<file path="config.mk">
export PLATFORM = sky130hd
export DESIGN_NAME = imu_burst_unpack_rotate_core
export DESIGN_NICKNAME = d
export VERILOG_FILES = /design/src/sv/ibur_pkg.sv /design/src/sv/ibur_front.sv /design/src/sv/ibur_queue.sv /design/src/sv/ibur_back.sv /design/src/sv/imu_burst_unpack_rotate_core.sv
export SDC_FILE = /design/constraint.sdc
export NUM_CORES = 1
export LEC_CHECK = 0
export BUFFER_PORTS_ARGS = -buffer_cell sky130_fd_sc_hd__buf_2
export CAP_MARGIN = 25
export CORE_ASPECT_RATIO = 1.75
export CORE_MARGIN = 2
export CORE_UTILIZATION = 35
export DETAILED_ROUTE_END_ITERATION = 12
export GPL_TIMING_DRIVEN = 0
export PLACE_DENSITY_LB_ADDON = 0.05
export REMOVE_ABC_BUFFERS = 1
export SLEW_MARGIN = 30
export SYNTH_ARGS = -nofsm -noshare
export SYNTH_HDL_FRONTEND = slang
export SYNTH_HIERARCHICAL = 1
export SYNTH_SLANG_ARGS = --single-unit
</file>
<file path="constraint.sdc">
create_clock -name clk -period 8.2 [get_ports clk]
set_input_delay 2.46 -clock clk [delete_from_list [all_inputs] [get_ports clk]]
set_output_delay 2.46 -clock clk [all_outputs]
set_load 0.03 [all_outputs]
</file>
<file path="src/sv/ibur_pkg.sv">
package ibur_pkg;

    // Burst framing
    localparam int unsigned BURST_BYTES = 14;
    localparam int unsigned HELD_DEPTH  = BURST_BYTES - 1;
    localparam int unsigned POS_W       = 4;
    localparam int unsigned HELD_IDX_W  = $clog2(HELD_DEPTH);
    localparam logic [POS_W-1:0] POS_DONE = 4'd15;
    localparam logic [POS_W-1:0] LAST_IDX = POS_W'(HELD_DEPTH);

    // Default depth of the sample queue between front and back
    localparam int unsigned QUEUE_DEPTH = 2;

    // Temperature conversion: 2500 + round(raw * 20054 / 65536)
    localparam int unsigned     TEMP_W     = 15;
    localparam logic signed [16:0] TEMP_SCALE = 17'sd20054;
    localparam logic signed [31:0] TEMP_HALF  = 32'sd32768;
    localparam logic signed [15:0] TEMP_BASE  = 16'sd2500;

    // Pinned accelerometer code
    localparam logic [15:0] AXIS_PINNED = 16'h8000;

    // Configuration register indexes
    localparam int unsigned CFG_IDX_W = 1;
    localparam int unsigned CFG_DATA_W = 2;
    localparam logic [CFG_IDX_W-1:0] CFG_ORIENTATION   = 1'b0;
    localparam logic [CFG_IDX_W-1:0] CFG_LEADING_DUMMY = 1'b1;

    // Board rotation codes
    typedef enum logic [1:0] {
        ORIENT_0   = 2'd0,
        ORIENT_90  = 2'd1,
        ORIENT_180 = 2'd2,
        ORIENT_270 = 2'd3
    } orient_t;

    // One raw burst, words as read from the sensor
    typedef struct packed {
        logic [15:0] gz;
        logic [15:0] gy;
        logic [15:0] gx;
        logic [15:0] tr;
        logic [15:0] az;
        logic [15:0] ay;
        logic [15:0] ax;
    } raw_sample_t;

endpackage

</file>
<file path="src/sv/ibur_front.sv">
module ibur_front
(
    input  logic                clk,
    input  logic                rst_n,
    input  logic                leading_dummy,
    input  logic                byte_take,
    input  logic [7:0]          burst_byte,
    input  logic                burst_start,
    output logic                push,
    output ibur_pkg::raw_sample_t push_data
);
    import ibur_pkg::*;

    logic [POS_W-1:0] pos_reg;
    logic [POS_W-1:0] pos_next;
    logic [7:0]       held_reg [HELD_DEPTH];

    logic [POS_W-1:0] pos_cur;
    logic [POS_W-1:0] data_idx;
    logic             store;

    // Position of this beat and its data index
    always_comb
    begin
        pos_cur  = burst_start ? '0 : pos_reg;
        data_idx = pos_cur - POS_W'(leading_dummy);
        pos_next = pos_reg;
        store    = 1'b0;
        push     = 1'b0;
        if (byte_take && pos_cur != POS_DONE)
        begin
            if (leading_dummy && pos_cur == '0)
            begin
                pos_next = POS_W'(1);
            end
            else if (data_idx < LAST_IDX)
            begin
                store    = 1'b1;
                pos_next = pos_cur + POS_W'(1);
            end
            else
            begin
                // final data byte completes the sample; anything else ends the burst
                push     = (data_idx == LAST_IDX);
                pos_next = POS_DONE;
            end
        end
    end

    always_ff @(posedge clk or negedge rst_n)
    begin
        if (!rst_n)
        begin
            pos_reg <= '0;
        end
        else
        begin
            pos_reg <= pos_next;
        end
    end

    // Held data bytes
    always_ff @(posedge clk)
    begin
        if (store)
        begin
            held_reg[data_idx[HELD_IDX_W-1:0]] <= burst_byte;
        end
    end

    // Words of the burst, the last low byte straight from the bus
    assign push_data.ax = {held_reg[0],  held_reg[1]};
    assign push_data.ay = {held_reg[2],  held_reg[3]};
    assign push_data.az = {held_reg[4],  held_reg[5]};
    assign push_data.tr = {held_reg[6],  held_reg[7]};
    assign push_data.gx = {held_reg[8],  held_reg[9]};
    assign push_data.gy = {held_reg[10], held_reg[11]};
    assign push_data.gz = {held_reg[12], burst_byte};

endmodule

</file>
<file path="src/sv/ibur_queue.sv">
module ibur_queue
#(
    parameter int unsigned DEPTH = ibur_pkg::QUEUE_DEPTH
)
(
    input  logic                  clk,
    input  logic                  rst_n,
    input  logic                  push,
    input  ibur_pkg::raw_sample_t push_data,
    output logic                  full,
    input  logic                  pop,
    output ibur_pkg::raw_sample_t pop_data,
    output logic                  empty
);
    import ibur_pkg::*;

    localparam int unsigned PTR_W = (DEPTH > 1) ? $clog2(DEPTH) : 1;
    localparam int unsigned CNT_W = $clog2(DEPTH + 1);
    localparam logic [PTR_W-1:0] PTR_LAST = PTR_W'(DEPTH - 1);

    raw_sample_t       slot_reg [DEPTH];
    logic [PTR_W-1:0]  wr_ptr_reg;
    logic [PTR_W-1:0]  wr_ptr_next;
    logic [PTR_W-1:0]  rd_ptr_reg;
    logic [PTR_W-1:0]  rd_ptr_next;
    logic [CNT_W-1:0]  count_reg;
    logic [CNT_W-1:0]  count_next;
    logic              do_push;
    logic              do_pop;

    assign full     = (count_reg == CNT_W'(DEPTH));
    assign empty    = (count_reg == '0);
    assign do_push  = push && !full;
    assign do_pop   = pop && !empty;
    assign pop_data = slot_reg[rd_ptr_reg];

    // Pointer and fill bookkeeping
    always_comb
    begin
        wr_ptr_next = wr_ptr_reg;
        rd_ptr_next = rd_ptr_reg;
        count_next  = count_reg;
        if (do_push)
        begin
            wr_ptr_next = (wr_ptr_reg == PTR_LAST) ? '0 : wr_ptr_reg + PTR_W'(1);
        end
        if (do_pop)
        begin
            rd_ptr_next = (rd_ptr_reg == PTR_LAST) ? '0 : rd_ptr_reg + PTR_W'(1);
        end
        case ({do_push, do_pop})
            2'b10:   count_next = count_reg + CNT_W'(1);
            2'b01:   count_next = count_reg - CNT_W'(1);
            default: count_next = count_reg;
        endcase
    end

    always_ff @(posedge clk or negedge rst_n)
    begin
        if (!rst_n)
        begin
            wr_ptr_reg <= '0;
            rd_ptr_reg <= '0;
            count_reg  <= '0;
        end
        else
        begin
            wr_ptr_reg <= wr_ptr_next;
            rd_ptr_reg <= rd_ptr_next;
            count_reg  <= count_next;
        end
    end

    always_ff @(posedge clk)
    begin
        if (do_push)
        begin
            slot_reg[wr_ptr_reg] <= push_data;
        end
    end

endmodule

</file>
<file path="src/sv/ibur_back.sv">
module ibur_back
(
    input  logic                  clk,
    input  logic                  rst_n,
    input  ibur_pkg::orient_t     orientation,
    input  logic                  q_empty,
    input  ibur_pkg::raw_sample_t q_data,
    output logic                  q_pop,
    output logic                  m_axis_tvalid,
    input  logic                  m_axis_tready,
    output logic [111:0]          m_axis_tdata,  // accel_x, accel_y, accel_z, gyro_x,
                                                 // gyro_y, gyro_z, temp_centideg, pad
    output logic                  m_axis_tuser   // accel_pinned
);
    import ibur_pkg::*;

    // Board rotation of one X/Y pair
    function automatic logic [31:0] rotate_xy(orient_t o, logic [15:0] cx, logic [15:0] cy);
        logic [15:0] ox;
        logic [15:0] oy;
        begin
            unique case (o)
                ORIENT_0:   begin ox = cy;  oy = cx;  end
                ORIENT_90:  begin ox = cx;  oy = ~cy; end
                ORIENT_180: begin ox = ~cy; oy = ~cx; end
                ORIENT_270: begin ox = ~cx; oy = cy;  end
                default:    begin ox = cy;  oy = cx;  end
            endcase
            return {oy, ox};
        end
    endfunction

    // Stage 1: rotation, pinned check and temperature product
    logic               s1_vld_reg;
    logic               s1_vld_next;
    logic [31:0]        s1_acc_xy_reg;
    logic [31:0]        s1_gyr_xy_reg;
    logic [15:0]        s1_az_reg;
    logic [15:0]        s1_gz_reg;
    logic               s1_pinned_reg;
    logic signed [31:0] s1_prod_reg;

    // Stage 2: output register
    logic               out_vld_reg;
    logic               out_vld_next;
    logic [31:0]        out_acc_xy_reg;
    logic [31:0]        out_gyr_xy_reg;
    logic [15:0]        out_az_reg;
    logic [15:0]        out_gz_reg;
    logic [TEMP_W-1:0]  out_temp_reg;
    logic               out_pinned_reg;

    logic               out_load;
    logic               s1_adv;
    logic signed [31:0] temp_sum;
    logic signed [15:0] temp_q;
    logic signed [15:0] temp_c;

    assign out_load = !out_vld_reg || m_axis_tready;
    assign s1_adv   = !s1_vld_reg || out_load;
    assign q_pop    = s1_adv && !q_empty;

    // Round to nearest, halves up, then add the offset
    assign temp_sum = s1_prod_reg + TEMP_HALF;
    assign temp_q   = temp_sum[31:16];
    assign temp_c   = temp_q + TEMP_BASE;

    always_comb
    begin
        s1_vld_next  = s1_adv ? !q_empty : s1_vld_reg;
        out_vld_next = out_load ? s1_vld_reg : out_vld_reg;
    end

    always_ff @(posedge clk or negedge rst_n)
    begin
        if (!rst_n)
        begin
            s1_vld_reg  <= 1'b0;
            out_vld_reg <= 1'b0;
        end
        else
        begin
            s1_vld_reg  <= s1_vld_next;
            out_vld_reg <= out_vld_next;
        end
    end

    // Payload registers
    always_ff @(posedge clk)
    begin
        if (q_pop)
        begin
            s1_acc_xy_reg <= rotate_xy(orientation, q_data.ax, q_data.ay);
            s1_gyr_xy_reg <= rotate_xy(orientation, q_data.gx, q_data.gy);
            s1_az_reg     <= ~q_data.az;
            s1_gz_reg     <= ~q_data.gz;
            s1_pinned_reg <= (q_data.ax == AXIS_PINNED) || (q_data.ay == AXIS_PINNED)
                             || (q_data.az == AXIS_PINNED);
            // both operands sign-extended to the product width
            s1_prod_reg   <= 32'(signed'(q_data.tr)) * 32'(TEMP_SCALE);
        end
        if (out_load && s1_vld_reg)
        begin
            out_acc_xy_reg <= s1_acc_xy_reg;
            out_gyr_xy_reg <= s1_gyr_xy_reg;
            out_az_reg     <= s1_az_reg;
            out_gz_reg     <= s1_gz_reg;
            out_temp_reg   <= temp_c[TEMP_W-1:0];
            out_pinned_reg <= s1_pinned_reg;
        end
    end

    assign m_axis_tvalid = out_vld_reg;
    assign m_axis_tdata  = {1'b0, out_temp_reg, out_gz_reg, out_gyr_xy_reg,
                            out_az_reg, out_acc_xy_reg};
    assign m_axis_tuser  = out_pinned_reg;

endmodule

</file>
<file path="src/sv/imu_burst_unpack_rotate_core.sv">
// Inertial sensor burst unpacker: takes the 14-byte register burst (accel X/Y/Z,
// temperature, gyro X/Y/Z, each high byte first) one byte per beat on the slave
// stream, with tuser marking the first byte of a burst, and skips one leading
// address-echo byte when leading_dummy is set. The last data byte produces one
// sample on the master stream: X/Y axes rotated per the board orientation, Z axes
// complemented, temperature in centidegrees and a flag for a pinned accel axis.
// Bytes are taken one per cycle, every cycle, as long as the sample queue (two
// entries by default) has room; a sample then passes the queue, the rotate/multiply
// stage and the output register. Configuration is written on cfg_we and
// should only change while no burst is in progress.
module imu_burst_unpack_rotate_core
#(
    parameter int unsigned QUEUE_DEPTH = ibur_pkg::QUEUE_DEPTH
)
(
    input  logic                               clk,
    input  logic                               rst_n,
    input  logic                               cfg_we,
    input  logic [ibur_pkg::CFG_IDX_W-1:0]     cfg_index,
    input  logic [ibur_pkg::CFG_DATA_W-1:0]    cfg_data,
    input  logic                               s_axis_tvalid,
    output logic                               s_axis_tready,
    input  logic [7:0]                         s_axis_tdata,  // burst_byte
    input  logic                               s_axis_tuser,  // burst_start
    output logic                               m_axis_tvalid,
    input  logic                               m_axis_tready,
    output logic [111:0]                       m_axis_tdata,  // accel_x, accel_y,
                                                              // accel_z, gyro_x, gyro_y,
                                                              // gyro_z, temp_centideg
    output logic                               m_axis_tuser   // accel_pinned
);
    import ibur_pkg::*;

    orient_t     orientation_reg;
    logic        leading_dummy_reg;
    logic        q_full;
    logic        q_empty;
    logic        q_pop;
    logic        push;
    logic        byte_take;
    raw_sample_t push_data;
    raw_sample_t q_data;

    // Configuration registers
    always_ff @(posedge clk or negedge rst_n)
    begin
        if (!rst_n)
        begin
            orientation_reg   <= ORIENT_0;
            leading_dummy_reg <= 1'b1;
        end
        else if (cfg_we)
        begin
            unique case (cfg_index)
                CFG_ORIENTATION:   orientation_reg   <= orient_t'(cfg_data[1:0]);
                CFG_LEADING_DUMMY: leading_dummy_reg <= cfg_data[0];
                default:           ;
            endcase
        end
    end

    assign s_axis_tready = !q_full;
    assign byte_take     = s_axis_tvalid && s_axis_tready;

    ibur_front u_front
    (
        .clk           (clk),
        .rst_n         (rst_n),
        .leading_dummy (leading_dummy_reg),
        .byte_take     (byte_take),
        .burst_byte    (s_axis_tdata),
        .burst_start   (s_axis_tuser),
        .push          (push),
        .push_data     (push_data)
    );

    ibur_queue #(.DEPTH(QUEUE_DEPTH)) u_queue
    (
        .clk       (clk),
        .rst_n     (rst_n),
        .push      (push),
        .push_data (push_data),
        .full      (q_full),
        .pop       (q_pop),
        .pop_data  (q_data),
        .empty     (q_empty)
    );

    ibur_back u_back
    (
        .clk           (clk),
        .rst_n         (rst_n),
        .orientation   (orientation_reg),
        .q_empty       (q_empty),
        .q_data        (q_data),
        .q_pop         (q_pop),
        .m_axis_tvalid (m_axis_tvalid),
        .m_axis_tready (m_axis_tready),
        .m_axis_tdata  (m_axis_tdata),
        .m_axis_tuser  (m_axis_tuser)
    );

endmodule
</file>
==> results of run 1 <==
cell families (layout without fill, tap and decap cells):
logic type      Yosys count  count (layout)  synth area share, %
compound gates          141             141                 3.55
buf+inv                 263             465                 4.27
xor+xnor                103             103                 3.45
mux                     157             157                 7.60
fa+ha+maj               211             211                 12.7
simple gates            178             178                 3.69
flops                   566             566                 64.8
other cells               1               2               0.0143
worst register-to-register path, cell delays in order (launching register included):
cell      delay (ps)
dfrtp_4          790
buf_16           310
mux2_4           430
ha_1             330
inv_1             80
fa_1             480
inv_1             80
fa_1             520
fa_1             440
fa_1             540
inv_1             50
fa_1             500
inv_1             50
ha_1             370
nand4_1          130
nor3_1           340
nand2_1          120
a211oi_1         640
or2_0            410
o21ai_0          150
a211oi_1         240
layer usage:
metal  wire length, um  GRT usage (%)  vias to the layer above
met5                 0              0                        -
met4              1600           4.93                        0
met3              1540           1.92                       83
met2             32000           30.0                      210
met1             20900           15.8                     6652
li1                  -              -                     6131
area by class of cell:
cell class	count	share of cell area [%]
Sequential cell	566	56.4
Multi-Input combinational cell	791	27.1
Clock buffer	62	4.53
Timing Repair Buffer	159	4.36
Tap cell	938	3.91
Inverter	211	2.64
Clock inverter	33	1.07
Antenna cell	1	0.00833
stage by stage:
step	instances	setup TNS [ps]	setup slack, ps
2_1_floorplan	1568	-162630	-944
3_3_place_gp	2636	-1357230	-5440
3_5_place_dp	2665	0	897
4_1_cts	2760	0	909
5_1_grt	2760	0	568
6_report	2761	0	1040
worst min-delay path by stage:
stage | start | to | cells after the start | slack [ps]
floorplan | u_back/s1_pinned_reg$_DFFE_PP_ | u_back/m_axis_tuser$_DFFE_PP_ | 0 | 400
global placement | u_back/s1_gz_reg[12]$_DFFE_PP_ | u_back/out_gz_reg[12]$_DFFE_PP_ | 0 | 400
detailed placement | u_back/s1_acc_xy_reg[21]$_DFFE_PP_ | u_back/out_acc_xy_reg[21]$_DFFE_PP_ | 0 | 400
CTS | u_back/s1_gyr_xy_reg[5]$_DFFE_PP_ | u_back/out_gyr_xy_reg[5]$_DFFE_PP_ | 0 | 420
global route | u_back/s1_acc_xy_reg[17]$_DFFE_PP_ | u_back/out_acc_xy_reg[17]$_DFFE_PP_ | 0 | 430
finish | u_back/s1_acc_xy_reg[24]$_DFFE_PP_ | u_back/out_acc_xy_reg[24]$_DFFE_PP_ | 0 | 420
cell usage in the layout, fill, tap and decap left out, types with 10 or more instances in the layout:
cell type  synthesis  routed
xor2_1            15      15
nor2_1            25      22
o21ai_0           48      48
nor2b_1           11      10
buf_2             11     131
fa_1              89      89
buf_16             0      16
nand2b_1          13      13
a21o_1            11      11
nand3_1           12      12
mux2_2            44      44
inv_1            211     211
clkinv_1           0      18
nor4_1            12      11
ha_1             122     122
clkbuf_16          0      53
nand2_1           53      53
mux2_4            71      71
nand4_1           12      12
a21oi_1           29      27
xnor2_1           88      88
mux2i_1           41      41
edfxtp_1         553     553
==> results.toml, run 1 <==
[status]
outcome = "completed"

[yosys]
netlist-cell-type-count = 80
synth-edff-count = 553
ys.flop_type = "edfxtp_1"
synth_area_leader_cell = "edfxtp_1"
synth_area_leaders = "edfxtp_1, fa_1, ha_1"
synthCells = 1620
syn_avg_cell_area_um2 = 16.1
synth_common_cells = "edfxtp_1, inv_1, ha_1"
yosys_warnings = 6
synth-seq-cells = 566
synth_area_um2 = 26100
synth_top_area_share_pct = 63.5
ys_seq_area_share_pct = 64.8
synthArstFlopShare_pct = 2.30
synth_most_common_cell = "edfxtp_1"

[sta]
slew_viol_final = 0
max_freq_mhz = 140
setup_viol = 0
worst_pin_slew_ps = 829
fin_crit_sh_pct = 87.4
fin_skew_ps = 32.4
slew-limit-headroom_pct = 43.9
post-route-min-period_ps = 7160
hold_viol_final = 0
rsz0062_at_grt = "false"
fin_hold_ws_ps = 416

[layout]
nNetsFinal = 2010
multi_input_area_um2 = 8150
ff_latch_area_um2 = 16900
drive_gt1_share_pct = 20.6
final_util_pct = 40.6
syn_to_final_growth_pct = 14.9
fin_area_um2 = 30000
fillers = 6830
largest_register_ffs = 224

[setup_path]
worstPathArrival_ps = 7610
r2r-end = "u_back/s1_prod_reg[21]$_DFFE_PP_"
cp-end-kind = "flip-flop"
crit_family = "adder cells"
startpoint_type = "flip-flop"
slowest_stage = "dfrtp_4"
r2r-start = "u_queue/rd_ptr_reg$_DFFE_PN0P_"
ff2ff_setup_slack_ps = 1040
crit_start = "u_queue/rd_ptr_reg$_DFFE_PN0P_"
crit_buf_inv = 5
worstSetupEndpoint = "u_back/s1_prod_reg[21]$_DFFE_PP_"
slowest_delay_ps = 790
path_cells = "buf_16 > mux2_4 > ha_1 > inv_1 > fa_1 > inv_1 > fa_1 > fa_1 > fa_1 > inv_1 > fa_1 > inv_1 > ha_1 > nand4_1 > nor3_1 > nand2_1 > a211oi_1 > or2_0 > o21ai_0 > a211oi_1"
crit_path_frequent_cell = "fa_1"
reg2reg_depth = 20
required_ps = 8640
path_class = "flip-flop to flip-flop"
path_max_fanout = 34
crit_cells = 20

[floorplanning]
rows = 132
core-area_um2 = 74000
die_area_um2 = 77000
initial_utilization_pct = 35.3
pin_count = 132
die_y_um = 366
dieWidth_um = 211

[global_route]
grt_max_degree = 56
grt_pass1_vias = 14427
gr-total-overflow = 0
grt_pass1_wl_mm = 85.5
antenna_found_initial = 0
grtUsageTotal_pct = 14.9

[place]
placed_area_um2 = 28400
io_buffers = 130
dpl.hpwl_mm = 39.8
gp_congestion = 0.843

[worst_hold_path]
hp-class = "flip-flop to flip-flop"

[routing]
wl_per_cell_um = 20.3
avgViaCountPerCell = 4.74
via_count = 13076
drt_wl_total_mm = 56.0
drt-initial-drc-count = 552
drc = 0
firstDrtPassIters = 5
final_antenna_net_count = 0

[clock_tree]
cts_tree = "built"
post-cts-setup-buffer-count = 0
clock_latency_ps = 630
clk_path_buf_depth = 3
htreeDepth = 2
cts_repair_resize_count = 0
cts_made_buffers = 53
root_buffer = "clkbuf_16"
cts_hold_buf = 0
path_clk_slew_ps = 70
clock-sinks = 566

[flow_run]
max_cap_violations = 0
Power of run 1 is left out: the tool's default activity adds up to more than one toggle a clock period on the data nets, which glitch-free logic cannot reach.
==> run 2: changes to the inputs <==
CTS_BUF_LIST = sky130_fd_sc_hd__clkbuf_4 sky130_fd_sc_hd__clkbuf_8   (was unset)
==> results.toml, run 2 (synthesized netlist as in run 1, its figures left out) <==
[status]
outcome = "completed"

[clock_tree]
cts_hold_buf = 0
htreeDepth = 3
cts_tree = "built"
root_buffer = "clkbuf_8"
path_clk_slew_ps = 60
post-cts-setup-buffer-count = 0
cts_made_buffers = 86
clk_path_buf_depth = 3
clock-sinks = 566
cts_repair_resize_count = 0
clock_latency_ps = 720

[setup_path]
path_class = "flip-flop to flip-flop"
crit_path_frequent_cell = "fa_1"
reg2reg_depth = 20
worstPathArrival_ps = 7720
r2r-end = "u_back/s1_prod_reg[21]$_DFFE_PP_"
cp-end-kind = "flip-flop"
slowest_delay_ps = 790
ff2ff_setup_slack_ps = 990
path_cells = "buf_16 > mux2_4 > ha_1 > inv_1 > fa_1 > inv_1 > fa_1 > fa_1 > fa_1 > inv_1 > fa_1 > inv_1 > ha_1 > nand4_1 > nor3_1 > nand2_1 > a211oi_1 > or2_0 > o21ai_0 > a211oi_1"
worstSetupEndpoint = "u_back/s1_prod_reg[21]$_DFFE_PP_"
slowest_stage = "dfrtp_4"
r2r-start = "u_queue/rd_ptr_reg$_DFFE_PN0P_"
required_ps = 8710
startpoint_type = "flip-flop"
path_max_fanout = 34
crit_start = "u_queue/rd_ptr_reg$_DFFE_PN0P_"

[layout]
fillers = 6861
nNetsFinal = 2043
syn_to_final_growth_pct = 14.9
final_common_cell = "edfxtp_1"
ff_latch_area_um2 = 16900
fin_area_um2 = 30000
layout_common_cells = "edfxtp_1, inv_1, buf_2"
multi_input_area_um2 = 8150
final_util_pct = 40.6
largest_register_ffs = 224
drive_gt1_share_pct = 23.2

[global_route]
antenna_found_initial = 1
gr-total-overflow = 0
grt_max_degree = 56
grt_pass1_wl_mm = 86.4
grt_pass1_vias = 14775
grtUsageTotal_pct = 15.3

[place]
placed_area_um2 = 28400
dpl.hpwl_mm = 39.8
gp_congestion = 0.843
io_buffers = 130

[floorplanning]
initial_utilization_pct = 35.3
pin_count = 132
die_area_um2 = 77000
dieWidth_um = 211
rows = 132
die_y_um = 366
core-area_um2 = 74000

[routing]
wl_met3_mm = 2.05
highest_layer = "met4"
drt_wl_total_mm = 56.7
avgViaCountPerCell = 4.72
drc = 0
wl_met2_mm = 32.1
firstDrtPassIters = 6
drt-initial-drc-count = 534
wl_per_cell_um = 20.1
final_antenna_net_count = 0
via_count = 13316
wirelength_met1_mm = 21.0

[sta]
rsz0062_at_grt = "false"
post-route-min-period_ps = 7210
fin_skew_ps = 36.9
max_freq_mhz = 139
fin_crit_sh_pct = 87.9
slew_viol_final = 0
worst_pin_slew_ps = 810
slew-limit-headroom_pct = 45.2
setup_viol = 0
fin_hold_ws_ps = 410
hold_viol_final = 0

[worst_hold_path]
hp-class = "flip-flop to flip-flop"

[flow_run]
max_cap_violations = 0
==> run 2: changes by cell type in the layout (fill, tap and decap cells not counted), moves of 2 or more <==
cell and change:
clkbuf_8 +88, clkbuf_16 -53, clkbuf_4 +24, clkbuf_1 -9, clkinv_1 +7, clkinv_2 +6, bufinv_16 -2
==> run 2: final cells by class <==
cell class	instances	area share, %
diodes	1	0.00833
clock inverters	42	0.900
flip-flops and latches	566	56.4
inverters	211	2.64
clock buffers	112	4.63
well taps	938	3.91
repair buffers	159	4.36
multi-input cells	791	27.1
==> run 2: worst max-delay path: cells and delay by family (launching register included) <==
family	cells	cell delay (ps)
adders and majority gates	7	3190
AOI/OAI and AO/OA	3	1030
and+or+nand+nor	4	990
DFF	1	790
buffers and inverters	5	560
muxes	1	400
==> run 2: metal layers <==
metal	up-vias	track usage, %
met2	245	30.1
met3	102	2.98
met5	-	0
li1	6216	-
met4	0	6.21
met1	6753	15.5
==> run 2: how the worst min path moves through the flow <==
| stage | depth (start not counted) | to | from |
|---|---|---|---|
| 3_3_place_gp | 0 | u_back/out_gz_reg[12]$_DFFE_PP_ | u_back/s1_gz_reg[12]$_DFFE_PP_ |
| 2_1_floorplan | 0 | u_back/m_axis_tuser$_DFFE_PP_ | u_back/s1_pinned_reg$_DFFE_PP_ |
| 6_report | 0 | u_back/out_gyr_xy_reg[25]$_DFFE_PP_ | u_back/s1_gyr_xy_reg[25]$_DFFE_PP_ |
| 5_1_grt | 0 | u_back/out_gyr_xy_reg[25]$_DFFE_PP_ | u_back/s1_gyr_xy_reg[25]$_DFFE_PP_ |
| 3_5_place_dp | 0 | u_back/out_acc_xy_reg[21]$_DFFE_PP_ | u_back/s1_acc_xy_reg[21]$_DFFE_PP_ |
| 4_1_cts | 0 | u_back/out_gyr_xy_reg[25]$_DFFE_PP_ | u_back/s1_gyr_xy_reg[25]$_DFFE_PP_ |
==> run 2: per-stage QoR <==
step / cells / setup slack [ps] / TNS, ps
after global routing: 2820 / 522 / 0
after floorplan: 1568 / -944 / -162630
after CTS: 2819 / 864 / 0
after global placement: 2636 / -5440 / -1357230
after detailed placement: 2665 / 897 / 0
final: 2820 / 993 / 0
Power of run 2 is left out for the same reason.
==> run 3: changes to the inputs <==
CAP_MARGIN = 20   (was 25)
CORE_UTILIZATION = 50   (was 35)
==> results.toml, run 3 (synthesized netlist as in run 1, its figures left out) <==
[status]
outcome = "completed"

[global_route]
grtUsageMet2_pct = 37.8
grt_pass1_vias = 14333
grt_max_degree = 60
gr-total-overflow = 0
grtUsageMet3_pct = 3.35
grt_pass1_wl_mm = 79.3
busiest_layer = "met2"
grtUsageTotal_pct = 19.6
met1_usage_pct = 20.6
antenna_found_initial = 1

[sta]
post-route-min-period_ps = 7110
max_freq_mhz = 141
hold_viol_final = 0
setup_viol = 0
fin_crit_sh_pct = 86.7
fin_skew_ps = 37.3
slew_viol_final = 0
worst_pin_slew_ps = 952
slew-limit-headroom_pct = 36.4
rsz0062_at_grt = "false"
fin_hold_ws_ps = 386

[place]
io_buffers = 130
dpl.hpwl_mm = 36.7
gp_congestion = 0.796
placed_area_um2 = 27900

[routing]
firstDrtPassIters = 4
wl_per_cell_um = 20.2
avgViaCountPerCell = 5.19
drt-initial-drc-count = 638
via_count = 13149
final_antenna_net_count = 0
drc = 0
drt_wl_total_mm = 51.1

[setup_path]
startpoint_type = "flip-flop"
path_cells = "buf_12 > mux2_4 > ha_1 > inv_1 > fa_1 > inv_1 > fa_1 > fa_1 > fa_1 > inv_1 > fa_1 > inv_1 > ha_1 > nand4_1 > nor3_1 > nand2_1 > a211oi_1 > or2_0 > nand3_1 > a21boi_0"
slowest_stage = "dfrtp_4"
crit_buf_inv = 5
crit_family = "adder cells"
r2r-start = "u_queue/rd_ptr_reg$_DFFE_PN0P_"
cp-end-kind = "flip-flop"
path_max_fanout = 28
slowest_delay_ps = 780
required_ps = 8640
path_class = "flip-flop to flip-flop"
worstPathArrival_ps = 7550
ff2ff_setup_slack_ps = 1090
crit_path_frequent_cell = "fa_1"
reg2reg_depth = 20
r2r-end = "u_back/s1_prod_reg[29]$_DFFE_PP_"

[clock_tree]
root_buffer = "clkbuf_8"
clk_path_buf_depth = 3
clock_latency_ps = 650
cts_made_buffers = 80
cts_repair_resize_count = 0
path_clk_slew_ps = 60
post-cts-setup-buffer-count = 0
cts_tree = "built"
cts_hold_buf = 0
htreeDepth = 3
clock-sinks = 566

[layout]
syn_to_final_growth_pct = 12.9
final_util_pct = 57.2
fillers = 4110
multi_input_area_um2 = 8140
layout_common_cells = "edfxtp_1, inv_1, buf_2"
ff_latch_area_um2 = 16900
nNetsFinal = 2032
final_common_cell = "edfxtp_1"
drive_gt1_share_pct = 22.6
largest_register_ffs = 224
fin_area_um2 = 29500

[floorplanning]
pin_count = 132
die_y_um = 306
initial_utilization_pct = 50.7
core-area_um2 = 51600
die_area_um2 = 54200
rows = 110
dieWidth_um = 177

[flow_run]
max_cap_violations = 0

[worst_hold_path]
hold_end = "u_back/out_acc_xy_reg[11]$_DFFE_PP_"
hold_depth = 0
hp-class = "flip-flop to flip-flop"
min_from = "u_back/s1_acc_xy_reg[11]$_DFFE_PP_"
## run 3: changes by cell type in the layout (fill, tap and decap cells not counted), sizes merged
cell | before | now
buf | 159 | 154
bufinv | 3 | 4
clkbuf | 112 | 107
clkinv | 37 | 25
clkinvlp | 2 | 1
inv | 211 | 213
## run 3: worst max path at each step
stage | startpoint | to | slack, ps | cells after the start
finish | u_queue/rd_ptr_reg$_DFFE_PN0P_ | u_back/s1_prod_reg[29]$_DFFE_PP_ | 1090 | 20
global route | u_queue/rd_ptr_reg$_DFFE_PN0P_ | u_back/s1_prod_reg[29]$_DFFE_PP_ | 740 | 20
CTS | u_queue/rd_ptr_reg$_DFFE_PN0P_ | u_back/s1_prod_reg[29]$_DFFE_PP_ | 1010 | 20
detailed placement | u_queue/rd_ptr_reg$_DFFE_PN0P_ | u_back/s1_prod_reg[29]$_DFFE_PP_ | 1060 | 20
global placement | s_axis_tuser | u_queue/slot_reg[0][15]$_DFFE_PP_ | -4760 | 9
floorplan | s_axis_tuser | u_queue/slot_reg[0][0]$_DFFE_PP_ | -940 | 8
## run 3: layout make-up
type                            count  share of cell area (%)
Sequential cell                   566                    57.4
Multi-Input combinational cell    791                    27.6
Clock buffer                      107                    4.48
Timing Repair Buffer              154                    4.14
Tap cell                          672                    2.85
Inverter                          211                    2.68
Clock inverter                     32                   0.877
Antenna cell                        1                 0.00848
## run 3: metrics by stage
step           setup TNS (ps)  worst slack [ps]  std cells
2_1_floorplan         -162630              -944       1568
3_3_place_gp         -1126120             -4760       2370
3_5_place_dp                0              1060       2394
4_1_cts                     0              1010       2533
5_1_grt                     0               737       2534
6_report                    0              1090       2534
## run 3: routing by layer
layer	up-vias	part of all wire, %
li1	6181	-
met1	6598	36
met4	0	3.2
met5	-	0
met3	103	3.8
met2	267	57
Power of run 3 is left out for the same reason.
